## src/gnbs_pkg.sv

```systemverilog
// Types and constants shared by the go-back-n sender modules.
`default_nettype none

package gnbs_pkg;

    // Field widths
    localparam int OPCODE_W   = 2;
    localparam int BYTE_W     = 8;
    localparam int WIN_W      = 4;
    localparam int TMO_W      = 16;
    localparam int STATUS_W   = 2;
    localparam int SENT_SEQ_W = 4;
    localparam int WORD64_W   = 64;
    localparam int WORD32_W   = 32;

    // Largest window the 4-bit window register can name
    localparam int WIN_CFG_MAX = (1 << WIN_W) - 1;

    // Payload: 20 bytes, summed one 32-bit word per step
    localparam int PAY_BYTES   = 20;
    localparam int PAY_W       = PAY_BYTES * BYTE_W;
    localparam int CSUM_STEPS  = PAY_W / WORD32_W;
    localparam int CSUM_CNT_W  = $clog2(CSUM_STEPS + 1);

    // Configuration port
    localparam int CFG_IDX_W  = 2;
    localparam int CFG_DATA_W = 16;
    localparam logic [CFG_IDX_W-1:0] CFG_WINDOW  = 2'd0;
    localparam logic [CFG_IDX_W-1:0] CFG_TIMEOUT = 2'd1;

    // Register reset values
    localparam logic [WIN_W-1:0] WIN_RESET = 4'd8;
    localparam logic [TMO_W-1:0] TMO_RESET = 16'd20;

    // Event codes
    localparam logic [OPCODE_W-1:0] OP_NEW  = 2'd0;
    localparam logic [OPCODE_W-1:0] OP_ACK  = 2'd1;
    localparam logic [OPCODE_W-1:0] OP_TICK = 2'd2;

    // Result status codes
    localparam logic [STATUS_W-1:0] ST_NEW     = 2'd0;
    localparam logic [STATUS_W-1:0] ST_RESENT  = 2'd1;
    localparam logic [STATUS_W-1:0] ST_REFUSED = 2'd2;

    typedef struct packed {
        logic [OPCODE_W-1:0] opcode;
        logic [BYTE_W-1:0]   ack_seq_field;
        logic [BYTE_W-1:0]   ack_number;
        logic [BYTE_W-1:0]   ack_check;
        logic [WORD64_W-1:0] payload_word0;
        logic [WORD64_W-1:0] payload_word1;
        logic [WORD32_W-1:0] payload_word2;
    } item_t;

    typedef struct packed {
        logic [STATUS_W-1:0]   status;
        logic [SENT_SEQ_W-1:0] sent_seq;
        logic [BYTE_W-1:0]     sent_check;
        logic [WORD64_W-1:0]   out_word0;
        logic [WORD64_W-1:0]   out_word1;
        logic [WORD32_W-1:0]   out_word2;
        logic                  last;
    } result_t;

    // Request to the checksum unit
    typedef struct packed {
        logic              start;
        logic [BYTE_W-1:0] init;
    } csum_req_t;

endpackage

`default_nettype wire

```

## src/go_back_n_sender.sv

```systemverilog
// Go-back-N sender. New message: result loads after the shared checksum and push, and the
// next item is taken once the sender is idle again; refused: result loads at push.
// Ack: no result, next item once its checksum is done. Tick without expiry: next item the next cycle.
// Expiry resends each outstanding packet, oldest first, each through read, load, checksum
// and push; result stalls hold push. rst_n (async, active low) resets the window register and
// clears sequence, timer, handshake; the payload store is read only at slots written since.
`default_nettype none

module go_back_n_sender #(
    parameter int MAX_WINDOW = 8
) (
    input  wire logic                              clk,
    input  wire logic                              rst_n,
    // input items
    input  wire logic                              item_valid,
    output logic                                   item_stall,
    input  wire gnbs_pkg::item_t                   item,
    // results
    output logic                                   result_valid,
    input  wire logic                              result_stall,
    output gnbs_pkg::result_t                      result,
    // configuration writes
    input  wire logic                              cfg_valid,
    output logic                                   cfg_ready,
    input  wire logic [gnbs_pkg::CFG_IDX_W-1:0]    cfg_index,
    input  wire logic [gnbs_pkg::CFG_DATA_W-1:0]   cfg_data
);
    import gnbs_pkg::*;

    // Effective window is bounded by both the store depth and the register range
    localparam int WIN_CAP = (MAX_WINDOW < WIN_CFG_MAX) ? MAX_WINDOW : WIN_CFG_MAX;
    localparam int SEQ_W   = $clog2(2 * WIN_CAP);
    localparam int CNT_W   = SEQ_W + 1;
    localparam int SLOT_W  = (MAX_WINDOW > 1) ? $clog2(MAX_WINDOW) : 1;

    typedef enum logic [5:0] {
        S_IDLE   = 6'b000001,
        S_SUM    = 6'b000010,  // checksum of an outgoing packet in progress
        S_ACKSUM = 6'b000100,  // checksum of an arriving ack in progress
        S_READ   = 6'b001000,  // read one stored packet for resend
        S_LOAD   = 6'b010000,  // stored packet available, start its checksum
        S_PUSH   = 6'b100000   // hand the result to the output register
    } seq_state_t;

    seq_state_t state_reg, state_next;

    // Configuration and protocol state
    logic [WIN_W-1:0]  win_reg, win_next;
    logic [TMO_W-1:0]  tmo_reg, tmo_next;
    logic [SEQ_W-1:0]  base_reg, base_next;
    logic [SEQ_W-1:0]  next_reg, next_next;
    logic [TMO_W-1:0]  tcnt_reg, tcnt_next;
    logic              trun_reg, trun_next;

    // Per-item working state
    logic [STATUS_W-1:0] kind_reg, kind_next;
    logic [SEQ_W-1:0]    rseq_reg, rseq_next;
    logic [SEQ_W-1:0]    left_reg, left_next;
    logic [BYTE_W-1:0]   ack_num_reg, ack_chk_reg;
    logic [PAY_W-1:0]    pay_reg;

    // Output register
    logic      out_valid_reg, out_valid_next;
    result_t   out_reg;

    // Payload store, one 160-bit row per window slot
    logic [PAY_W-1:0]  store_mem [MAX_WINDOW];
    logic [PAY_W-1:0]  rd_data_reg;

    // Derived window values
    logic [CNT_W-1:0]  w_eff, m_eff, outst, base_x, next_x, ack_x, ack_dist;
    logic [TMO_W-1:0]  tmo_eff;
    logic              win_full, ack_in_range, ack_good;
    logic [SLOT_W-1:0] wr_slot, rd_slot;
    logic [PAY_W-1:0]  item_pay;

    logic              item_accept, cfg_accept, out_load;
    csum_req_t         csum_req;
    logic [PAY_W-1:0]  csum_data;
    logic              csum_done;
    logic [BYTE_W-1:0] csum_sum;

    // Advance a sequence number around the space of size m
    function automatic logic [SEQ_W-1:0] seq_inc(input logic [CNT_W-1:0] x,
                                                 input logic [CNT_W-1:0] m);
        logic [CNT_W-1:0] y;
        begin
            y = x + 1'b1;
            seq_inc = (y == m) ? '0 : SEQ_W'(y);
        end
    endfunction

    // Slot of a sequence number: seq mod w, with seq below 2w
    function automatic logic [SLOT_W-1:0] seq_slot(input logic [CNT_W-1:0] x,
                                                   input logic [CNT_W-1:0] w);
        begin
            seq_slot = (x >= w) ? SLOT_W'(x - w) : SLOT_W'(x);
        end
    endfunction

    assign item_accept = item_valid && !item_stall;
    assign cfg_accept  = cfg_valid && cfg_ready;
    assign item_stall  = (state_reg != S_IDLE);
    // Configuration is to arrive only while the sender is quiet; the block does not enforce it
    assign cfg_ready   = 1'b1;

    // Window of zero acts as one; oversize acts as the store depth
    always_comb
    begin
        if (win_reg == '0)
            w_eff = CNT_W'(1);
        else if (32'(win_reg) > WIN_CAP)
            w_eff = CNT_W'(WIN_CAP);
        else
            w_eff = CNT_W'(win_reg);
    end

    assign m_eff   = w_eff << 1;
    assign tmo_eff = (tmo_reg == '0) ? TMO_W'(1) : tmo_reg;
    assign base_x  = CNT_W'(base_reg);
    assign next_x  = CNT_W'(next_reg);
    assign outst   = (next_x >= base_x) ? (next_x - base_x) : (next_x + m_eff - base_x);
    assign win_full = (outst >= w_eff);

    // Cumulative ack: must name a packet among the outstanding ones
    assign ack_in_range = (32'(ack_num_reg) < 32'(m_eff));
    assign ack_x        = CNT_W'(ack_num_reg);
    assign ack_dist     = (ack_x >= base_x) ? (ack_x - base_x) : (ack_x + m_eff - base_x);
    assign ack_good     = (csum_sum == ack_chk_reg) && ack_in_range && (ack_dist < outst);

    assign item_pay = {item.payload_word2, item.payload_word1, item.payload_word0};
    assign wr_slot  = seq_slot(next_x, w_eff);
    assign rd_slot  = seq_slot(CNT_W'(rseq_reg), w_eff);

    // Output register frees when empty or when its transaction completes
    assign out_load = (state_reg == S_PUSH) && (!out_valid_reg || !result_stall);

    // Checksum requests: new message at acceptance, ack at acceptance, resend on load
    always_comb
    begin
        csum_req.start = 1'b0;
        csum_req.init  = '0;
        csum_data      = item_pay;
        if (item_accept && (item.opcode == OP_NEW) && !win_full)
        begin
            csum_req.start = 1'b1;
            csum_req.init  = BYTE_W'(next_reg);
        end
        else if (item_accept && (item.opcode == OP_ACK))
        begin
            csum_req.start = 1'b1;
            csum_req.init  = item.ack_seq_field + item.ack_number;
        end
        else if (state_reg == S_LOAD)
        begin
            csum_req.start = 1'b1;
            csum_req.init  = BYTE_W'(rseq_reg);
            csum_data      = rd_data_reg;
        end
    end

    gnbs_csum u_csum (
        .clk   (clk),
        .rst_n (rst_n),
        .req   (csum_req),
        .data  (csum_data),
        .done  (csum_done),
        .sum   (csum_sum)
    );

    // Sequencer and protocol state
    always_comb
    begin
        state_next = state_reg;
        win_next   = win_reg;
        tmo_next   = tmo_reg;
        base_next  = base_reg;
        next_next  = next_reg;
        tcnt_next  = tcnt_reg;
        trun_next  = trun_reg;
        kind_next  = kind_reg;
        rseq_next  = rseq_reg;
        left_next  = left_reg;

        unique case (state_reg)
            S_IDLE:
            begin
                if (item_accept)
                begin
                    unique case (item.opcode)
                        OP_NEW:
                        begin
                            if (win_full)
                            begin
                                // refuse: one result, no sequence number used
                                kind_next  = ST_REFUSED;
                                state_next = S_PUSH;
                            end
                            else
                            begin
                                kind_next  = ST_NEW;
                                rseq_next  = next_reg;
                                next_next  = seq_inc(next_x, m_eff);
                                if (outst == '0)
                                begin
                                    tcnt_next = tmo_eff;
                                    trun_next = 1'b1;
                                end
                                state_next = S_SUM;
                            end
                        end
                        OP_ACK:
                        begin
                            state_next = S_ACKSUM;
                        end
                        OP_TICK:
                        begin
                            if (trun_reg)
                            begin
                                if (tcnt_reg > TMO_W'(1))
                                    tcnt_next = tcnt_reg - 1'b1;
                                else
                                begin
                                    // expiry: reload and go back to the base
                                    tcnt_next = tmo_eff;
                                    kind_next = ST_RESENT;
                                    rseq_next = base_reg;
                                    left_next = SEQ_W'(outst);
                                    if (outst != '0)
                                        state_next = S_READ;
                                end
                            end
                        end
                        default:
                        begin
                            // unused event code: drop
                        end
                    endcase
                end
            end
            S_SUM:
            begin
                if (csum_done)
                    state_next = S_PUSH;
            end
            S_ACKSUM:
            begin
                if (csum_done)
                begin
                    if (ack_good)
                    begin
                        base_next = seq_inc(ack_x, m_eff);
                        if (seq_inc(ack_x, m_eff) == next_reg)
                        begin
                            trun_next = 1'b0;
                            tcnt_next = '0;
                        end
                        else
                        begin
                            trun_next = 1'b1;
                            tcnt_next = tmo_eff;
                        end
                    end
                    state_next = S_IDLE;
                end
            end
            S_READ:
            begin
                state_next = S_LOAD;
            end
            S_LOAD:
            begin
                state_next = S_SUM;
            end
            S_PUSH:
            begin
                if (out_load)
                begin
                    if ((kind_reg == ST_RESENT) && (left_reg != SEQ_W'(1)))
                    begin
                        // advance to the next outstanding packet
                        rseq_next  = seq_inc(CNT_W'(rseq_reg), m_eff);
                        left_next  = left_reg - 1'b1;
                        state_next = S_READ;
                    end
                    else
                        state_next = S_IDLE;
                end
            end
            default:
            begin
                state_next = S_IDLE;
            end
        endcase

        // Configuration writes: a new window empties it and stops the timer
        if (cfg_accept)
        begin
            unique case (cfg_index)
                CFG_WINDOW:
                begin
                    win_next  = WIN_W'(cfg_data);
                    base_next = '0;
                    next_next = '0;
                    trun_next = 1'b0;
                    tcnt_next = '0;
                end
                CFG_TIMEOUT:
                begin
                    tmo_next = TMO_W'(cfg_data);
                end
                default:
                begin
                    // unknown register: ignore
                end
            endcase
        end
    end

    // Output register handshake
    always_comb
    begin
        out_valid_next = out_valid_reg;
        if (out_load)
            out_valid_next = 1'b1;
        else if (out_valid_reg && !result_stall)
            out_valid_next = 1'b0;
    end

    always_ff @(posedge clk or negedge rst_n)
    begin
        if (!rst_n)
        begin
            state_reg     <= S_IDLE;
            win_reg       <= WIN_RESET;
            tmo_reg       <= TMO_RESET;
            base_reg      <= '0;
            next_reg      <= '0;
            tcnt_reg      <= '0;
            trun_reg      <= 1'b0;
            kind_reg      <= ST_NEW;
            rseq_reg      <= '0;
            left_reg      <= '0;
            out_valid_reg <= 1'b0;
        end
        else
        begin
            state_reg     <= state_next;
            win_reg       <= win_next;
            tmo_reg       <= tmo_next;
            base_reg      <= base_next;
            next_reg      <= next_next;
            tcnt_reg      <= tcnt_next;
            trun_reg      <= trun_next;
            kind_reg      <= kind_next;
            rseq_reg      <= rseq_next;
            left_reg      <= left_next;
            out_valid_reg <= out_valid_next;
        end
    end

    // Payload registers: capture the working payload and the ack fields
    always_ff @(posedge clk)
    begin
        if (item_accept)
        begin
            pay_reg     <= item_pay;
            ack_num_reg <= item.ack_number;
            ack_chk_reg <= item.ack_check;
        end
        else if (state_reg == S_LOAD)
            pay_reg <= rd_data_reg;
    end

    // Payload store: write a new packet at acceptance, read one row for resend
    always_ff @(posedge clk)
    begin
        if (item_accept && (item.opcode == OP_NEW) && !win_full)
            store_mem[wr_slot] <= item_pay;
        if (state_reg == S_READ)
            rd_data_reg <= store_mem[rd_slot];
    end

    // Result register; a refused message carries zeros
    always_ff @(posedge clk)
    begin
        if (out_load)
        begin
            out_reg.status <= kind_reg;
            out_reg.last   <= (kind_reg != ST_RESENT) || (left_reg == SEQ_W'(1));
            if (kind_reg == ST_REFUSED)
            begin
                out_reg.sent_seq   <= '0;
                out_reg.sent_check <= '0;
                out_reg.out_word0  <= '0;
                out_reg.out_word1  <= '0;
                out_reg.out_word2  <= '0;
            end
            else
            begin
                out_reg.sent_seq   <= SENT_SEQ_W'(rseq_reg);
                out_reg.sent_check <= csum_sum;
                out_reg.out_word0  <= pay_reg[WORD64_W-1:0];
                out_reg.out_word1  <= pay_reg[2*WORD64_W-1:WORD64_W];
                out_reg.out_word2  <= pay_reg[PAY_W-1:2*WORD64_W];
            end
        end
    end

    assign result_valid = out_valid_reg;
    assign result       = out_reg;

endmodule

`default_nettype wire

```

## src/gnbs_csum.sv

```systemverilog
// Iterative 8-bit additive checksum unit: one 32-bit payload word per cycle.
`default_nettype none

module gnbs_csum (
    input  wire logic                     clk,
    input  wire logic                     rst_n,
    input  wire gnbs_pkg::csum_req_t      req,
    input  wire logic [gnbs_pkg::PAY_W-1:0] data,
    output logic                          done,
    output logic [gnbs_pkg::BYTE_W-1:0]   sum
);
    import gnbs_pkg::*;

    logic [BYTE_W-1:0]     acc_reg, acc_next;
    logic [PAY_W-1:0]      sh_reg, sh_next;
    logic [CSUM_CNT_W-1:0] cnt_reg, cnt_next;
    logic                  done_reg, done_next;
    logic [BYTE_W-1:0]     step_sum;

    // Add the four bytes of the low word into the running sum
    assign step_sum = acc_reg + sh_reg[7:0] + sh_reg[15:8] + sh_reg[23:16] + sh_reg[31:24];

    always_comb
    begin
        acc_next  = acc_reg;
        sh_next   = sh_reg;
        cnt_next  = cnt_reg;
        done_next = 1'b0;
        if (req.start)
        begin
            acc_next = req.init;
            sh_next  = data;
            cnt_next = CSUM_CNT_W'(CSUM_STEPS);
        end
        else if (cnt_reg != '0)
        begin
            acc_next  = step_sum;
            sh_next   = sh_reg >> WORD32_W;
            cnt_next  = cnt_reg - 1'b1;
            done_next = (cnt_reg == CSUM_CNT_W'(1));
        end
    end

    always_ff @(posedge clk or negedge rst_n)
    begin
        if (!rst_n)
        begin
            cnt_reg  <= '0;
            done_reg <= 1'b0;
        end
        else
        begin
            cnt_reg  <= cnt_next;
            done_reg <= done_next;
        end
    end

    always_ff @(posedge clk)
    begin
        acc_reg <= acc_next;
        sh_reg  <= sh_next;
    end

    assign done = done_reg;
    assign sum  = acc_reg;

endmodule

`default_nettype wire

```

## config.mk

```make
export PLATFORM = sky130hd
export DESIGN_NAME = go_back_n_sender
export DESIGN_NICKNAME = d
export VERILOG_FILES = /design/src/gnbs_pkg.sv /design/src/go_back_n_sender.sv /design/src/gnbs_csum.sv
export SDC_FILE = /design/constraint.sdc
export NUM_CORES = 2
export LEC_CHECK = 0
export BUFFER_PORTS_ARGS = -buffer_cell sky130_fd_sc_hd__buf_4
export CORE_UTILIZATION = 45
export CTS_BUF_LIST = sky130_fd_sc_hd__clkbuf_2
export DETAILED_ROUTE_END_ITERATION = 6
export RECOVER_POWER = 50
export SETUP_SLACK_MARGIN = 0.4
export SLEW_MARGIN = 30
export SYNTH_ARGS = -nofsm -noshare
export SYNTH_HDL_FRONTEND = slang
export SYNTH_SLANG_ARGS = --single-unit
```

## constraint.sdc

```tcl
create_clock -name clk -period 14.08 [get_ports clk]
set_input_delay 1.408 -clock clk [delete_from_list [all_inputs] [get_ports clk]]
set_output_delay 1.408 -clock clk [all_outputs]
set_load 0.02 [all_outputs]
```

# ---- After elaboration in Yosys (flattened, before gate mapping)
# Memories as Yosys holds them, arrays and structs flattened. A register that Yosys moved wholly into a read port is not among the register bits.
# Index checks and enable logic that the tools add are counted.
# W data, S select, Z words.
dict set report totals {
  out_inout_bits 178
  mem_bits_ro 0
  reg_bits 585
  input_bits 209
  latch_bits 0
  n_memories 1
  ram_bits 1280
  word_cells 217
}
dict set report classes {
  n_mul 0
  add_sub_neg 19
  eq_ne 37
  order_cmp 9
  n_div 0
  reduce_logical 33
  shift 0
  mux 93
  bitwise_logic 0
}
# memory depth word_bits read_ports rd_clocked_by_memory_dff write_ports line_no
set mem_list {}
lappend mem_list {store_mem 8 160 1 1 1 go_back_n_sender.sv:67} ;# logic [PAY_W-1:0] store_mem [MAX_WINDOW];
# op count
set ops {}
lappend ops {{$mux W160} 7}
lappend ops {{$mux W16} 11}
lappend ops {{$mux W4} 29}
lappend ops {{$pmux W16 S2} 2}
lappend ops {{$mux W6} 8}
lappend ops {{$add A8 B8 Y8} 5}
lappend ops {{$pmux W6 S6} 1}
lappend ops {{$mux W9} 3}
lappend ops {{$pmux W4 S2} 3}
lappend ops {{$pmux W6 S3} 1}
lappend ops {{$gt A16 B1 Y1 const B} 1}
lappend ops {{$logic_not A16 Y1} 1}
lappend ops {{$mux W8} 2}
lappend ops {{$reduce_and A8 Y1} 2}
lappend ops {{$sub A16 B1 Y16 const B} 1}
lappend ops {{$eq A5 B5 Y1} 3}
lappend ops {{$mux W1} 15}
lappend ops {{$sub A5 B4 Y5} 3}
lappend ops {{$ge A4 B4 Y1} 3}
lappend ops {{$mux W3} 4}
lappend ops {{$ne A2 B2 Y1 const B} 6}
lappend ops {{$ne A3 B3 Y1 const B} 4}
lappend ops {{$add A4 B1 Y5 const B} 2}
lappend ops {{$ge A5 B4 Y1} 2}
lappend ops {{43 further kinds} 72}

# ---- Longest topological paths before layout
dict set report depth {
  depth_word 14
  depth_mapped 23
  ltp_nobuf 20
}

# ---- Modules after synthesis
# From an unflattened synthesis, not the netlist that was laid out.
dict set report hier_totals {
  cells_unflattened 4841
  hier_area_um2 82497.9
}
# mod n_inst cells_each seq_area_each_um2 area_per_inst_um2
set by_module_without_submodules {}
lappend by_module_without_submodules {go_back_n_sender 1 4350 55338.1 74526.5}
lappend by_module_without_submodules {gnbs_csum 1 491 5144.9 7971.4}

# ---- Least setup slack after synthesis
# No wires, ideal clock.
dict set report synth_timing {
  kind {register to register}
  from {reg win_reg[3]}
  to {mem store_mem[1][0] in the netlist's numbering, enable pin}
  arrival_ns 10.678
  synth_period_minus_slack_ns 11.360
  setup_ns 0.682
  t_required_ns 13.398
  path_buffers 2
  stages_incl_launch_ff 21
  setup_slack_ns 2.720
  cell_sequence {dfstp_2 buf_2 inv_2 o21a_1 buf_2 inv_1 fa_1 inv_1 ha_1 inv_1 fa_1 xnor2_1 o21ai_0 o211ai_1 ha_1 o21a_1 a21oi_1 nand3_1 nor2_1 nand2_1 nor2_1}
}
dict set report synth_via {
  elab_chain_len 11
  word_cells_on_any_way 15
  cone_classes {add/sub (3); order compare (3); mux (6); reduce/logical (3)}
}
# item line_no
set synth_rtl {}
lappend synth_rtl {{from (decl)} go_back_n_sender.sv:48} ;# logic [WIN_W-1:0] win_reg, win_next;
lappend synth_rtl {{from (signal assigned)} go_back_n_sender.sv:349} ;# win_reg <= win_next;
lappend synth_rtl {{$gt A4 B4 Y1} go_back_n_sender.sv:112} ;# else if (32'(win_reg) > WIN_CAP)
lappend synth_rtl {{$mux W4} go_back_n_sender.sv:112}
lappend synth_rtl {{$mux W4 (*)} go_back_n_sender.sv:110} ;# if (win_reg == '0)
lappend synth_rtl {{$add A4 B5 Y5} go_back_n_sender.sv:122} ;# assign outst = (next_x >= base_x) ? (next_x - base_x) : (next_x + m_eff - base_x);
lappend synth_rtl {{$sub A5 B4 Y5} go_back_n_sender.sv:122}
lappend synth_rtl {{$mux W5} go_back_n_sender.sv:122}
lappend synth_rtl {{$ge A5 B4 Y1} go_back_n_sender.sv:123} ;# assign win_full = (outst >= w_eff);
lappend synth_rtl {{$logic_not A1 Y1} go_back_n_sender.sv:378} ;# if (item_accept && (item.opcode == OP_NEW) && !win_full)
lappend synth_rtl {{$logic_and A1 B1 Y1} go_back_n_sender.sv:378}
lappend synth_rtl {{$mux W1} go_back_n_sender.sv:378}
lappend synth_rtl {{$mux W1 (not written as such)} go_back_n_sender.sv:379} ;# store_mem[wr_slot] <= item_pay;
lappend synth_rtl {{to (decl)} go_back_n_sender.sv:67}
# Every way passes the cells marked *; elsewhere a longest branch is shown, timed or not.

# ---- Worst setup path in the final report
dict set report layout_timing {
  from {reg state_reg[5]}
  to {reg rd_data_reg[108], read port of store_mem, enable pin}
}
dict set report layout_via {
  elab_chain_len 1
}
# item line_no
set layout_rtl {}
lappend layout_rtl {{from (decl)} go_back_n_sender.sv:45} ;# seq_state_t state_reg, state_next;
lappend layout_rtl {{from (signal assigned)} go_back_n_sender.sv:348} ;# state_reg <= state_next;
lappend layout_rtl {{$eq A6 B4 Y1} go_back_n_sender.sv:380} ;# if (state_reg == S_READ)
lappend layout_rtl {{to (decl)} go_back_n_sender.sv:68} ;# logic [PAY_W-1:0] rd_data_reg;
# No other way between the ends.
# A chain may end at the register's enable or synchronous reset.

==> impl_metrics.csv <==
group,metric,value,unit
status,run_status,"complete, but fails checks",
status,violations,"capacitance limit, slew limit",
logic_synthesis,synth-simple-area-share,6.58,%
logic_synthesis,ys_async_sr_fraction,3.26,%
logic_synthesis,yosysWarnings,0,
layout,ff_latch_area,60500,um2
logic_synthesis,synth_edf_count,1959,
logic_synthesis,synthAdderAreaFrac,1.75,%
die,die_area,182000,um2
logic_synthesis,synth_area,81100,um2
timing,timing.final.ws_setup,3310,ps
global_route,grt_usage,24.4,%
die,initial_core_util,45.4,%
routing,vias,46078,
placed_design,place_area,87000,um2
global_route,grt_pass1_wl,322000,um
critical_path,worstPathMaxFanout,76,
die,core_area,179000,um2
layout,regMostFlops,"store_mem",
critical_path,crit_buf_inv,2,
pwr,p_leak,33.3,nW
timing,slew_violations,816,
timing,tightest_slew,6100,ps
placed_design,gp_congestion,0.868,
logic_synthesis,synth-compound-area-share,3.47,%
critical_path,slowest_delay,4410,ps
critical_path,r2r_setup_slack,3310,ps
min_path,whs_path_depth,4,
clock_tree,cts-resized-gates,0,
logic_synthesis,syn_area_per_cell,17.7,um2
routing,viasPerCell,5.57,
layout,finalNetCount,5850,
logic_synthesis,syn_nets,4885,
run,maxCapViolations,14,
routing,first_iter_violations,4117,
global_route,busiest_layer,"met2",
logic_synthesis,syn_inst,4582,
timing,finClkSkew,177,ps
die,die_w,427,um
clock_tree,postCtsHoldBufs,194,
critical_path,crit_cells,4,
global_route,grt.met1_usage,32.2,%
min_path,worstHoldStart,"cfg_index[0]",
placed_design,portBuffers,385,
placed_design,dp.cells,7163,
routing,dr.pass1.iters,5,
layout,fillCellCount,14948,
layout,design_area,92800,um2
routing,routed_wl,223000,um
critical_path,critPathKind,"register to register",
layout,largest_register_ffs,1280,
global_route,gr-total-overflow,0,
logic_synthesis,synthMuxAreaShare,11.6,%
clock_tree,clock_path_buffers,4,
clock_tree,clkTransAtPathRegs,110,ps
pwr,powerDensity,209,nW/um2
timing,period_minus_slack,10770,ps
logic_synthesis,ys_types,86,
layout,multiInputGateArea,19600,um2
global_route,grt_pass1_vias,47494,
clock_tree,cts_sinks,2025,
critical_path,r2r_start,"state_reg[5]$_DFFE_PN0P_",
clock_tree,cts_tree,"built",
critical_path,worstPathCellList,"nor2_1 -> and4b_1 -> clkbuf_1 -> clkbuf_1",
critical_path,r2r_end,"rd_data_reg[108]$_DFFE_PP_",
routing,drc,0,
pwr,irDropWorstVdd,0.242,mV
clock_tree,postCtsSetupBuffers,0,
critical_path,crit_path_top_delay_cell,"clkbuf_1",
clock_tree,clockRootBuffer,"clkbuf_2",
layout,fin_cells,8271,
die,rows,155,
logic_synthesis,yosysSeqAreaShare,74.5,%
timing,fmax,92.8,MHz
routing,wl_per_cell,27.0,um
clock_tree,numCtsBuffers,540,
placed_design,preCtsSetupSlack,6140,ps
critical_path,cpMostUsedCell,"clkbuf_1",
critical_path,cp_top_family,"buffers and inverters",
critical_path,crit_arrival,11910,ps
min_path,whs_endpoint,"next_reg[3]$_DFF_PN0_",
layout,syn_to_final_growth,14.3,%
min_path,hold_class,"primary input to register",
timing,finalHoldViolCount,0,
timing,final.period_utilization,76.5,%
logic_synthesis,ys_ff_latch,2025,
clock_tree,clk_latency,1820,ps
timing,tns,0,ps
critical_path,worstSetupEndpointType,"register",
logic_synthesis,synthXorXnorAreaFrac,0.621,%
critical_path,start_kind,"register",
die,io_pins,387,
layout,drive_gt1_share,27.2,%
critical_path,critPathRequiredTime,15220,ps
timing,relSlewSlack,-307,%
global_route,grt_antenna_before_repair,30,
placed_design,dpl.hpwl,130000,um
timing,setup_viol,0,
logic_synthesis,synth_top_family_by_area,"multiplexers",
critical_path,r2r_cells,4,
routing,ant_nets,0,
die,die_height,427,um
clock_tree,htreeDepth,6,
global_route,grt_max_degree,126,
global_route,use_met3,4.65,%
logic_synthesis,synthFlopType,"edfxtp_1",
timing,rsz0062_at_grt,"no",
global_route,grt_use_met2,40.8,%
[worst register-to-register path, delay by kind of cell, from the launching register on]
kind / cells / cell delay [ps]
flip-flops: 1 / 440
buffers and inverters: 2 / 7170
AND/OR/NAND/NOR: 2 / 2450
[metal layers]
layer  vias to the layer above  share of wire [%]
met2                      1780                 50
met5                         -              0.038
li1                      20020                  -
met3                       363                6.1
met1                     23901                 41
met4                        14                2.6
[area by class of cell]
cell class	instances	area share, %
antenna	23	0.0620
clock buffer	756	4.08
clock inverter	132	0.696
inverter	79	0.321
multi-input combinational	2257	21.1
sequential	2025	65.2
tap	2355	3.18
timing repair buffer	644	5.33
[layout by cell type (no fill, tap or decap), drive strengths merged, types with 62 or more instances in the layout]
cell         instances
dfrtp               62
mux4               320
a22oi              136
clkbuf             944
edfxtp            1959
inv                 97
clkinv             107
dlygate4sd3        194
and2               176
mux2               181
buf                262
o21ai               62
nand2              806
[synth_stat cells, drive strengths merged (16+ instances only)]
master	number	share of area (%)
o21ai	62	0.39
edfxtp	1959	72
xor2	20	0.22
a22o	34	0.37
a21o	21	0.19
a22oi	136	1.3
ha	61	0.94
xnor2	35	0.38
nor4	16	0.15
nand3	38	0.23
dfrtp	62	1.9
mux2	181	2.5
inv	79	0.37
nand2	806	3.7
mux4	320	8.9
and2	176	1.4
buf	72	0.42
nor3	17	0.12
nor2	61	0.28
fa	33	0.81
clkbuf	149	0.69
a21oi	51	0.32
[power breakdown]
| part | switching [W] | internal, W | total (W) |
|---|---|---|---|
| clock | 0.00239 | 0.00152 | 0.00391 |
| sequential | 0.000454 | 0.00784 | 0.00829 |
| combinational | 0.00388 | 0.00329 | 0.00717 |
[kinds of logic after synthesis]
logic type | after synthesis
flops | 2025
simple gates | 1197
mux | 514
compound gates | 395
buf+inv | 300
fa+ha+maj | 94
xor+xnor | 56
other cells | 1
[per-stage QoR]
stage	power, W	utilization (%)	hold slack, ps
2_1_floorplan	0.0133	-	438
3_3_place_gp	0.0155	48.5	467
3_5_place_dp	0.0156	48.6	478
4_1_cts	0.0195	52.2	5.35
5_1_grt	0.0204	51.9	60.2
6_report	0.0194	51.9	213
[worst max path at each step]
stage	startpoint	to
after CTS	win_reg[3]$_DFFE_PN1P_	u_csum.sh_reg[14]$_DFFE_PP_
after floorplan	win_reg[3]$_DFFE_PN1P_	store_mem[1][0]$_DFFE_PP_
after global routing	state_reg[5]$_DFFE_PN0P_	rd_data_reg[108]$_DFFE_PP_
final	state_reg[5]$_DFFE_PN0P_	rd_data_reg[108]$_DFFE_PP_
after global placement	win_reg[3]$_DFFE_PN1P_	u_csum.sh_reg[128]$_SDFFCE_PP0P_
after detailed placement	win_reg[3]$_DFFE_PN1P_	u_csum.sh_reg[128]$_SDFFCE_PP0P_
Note: power is estimated with default switching activity, not from simulation.
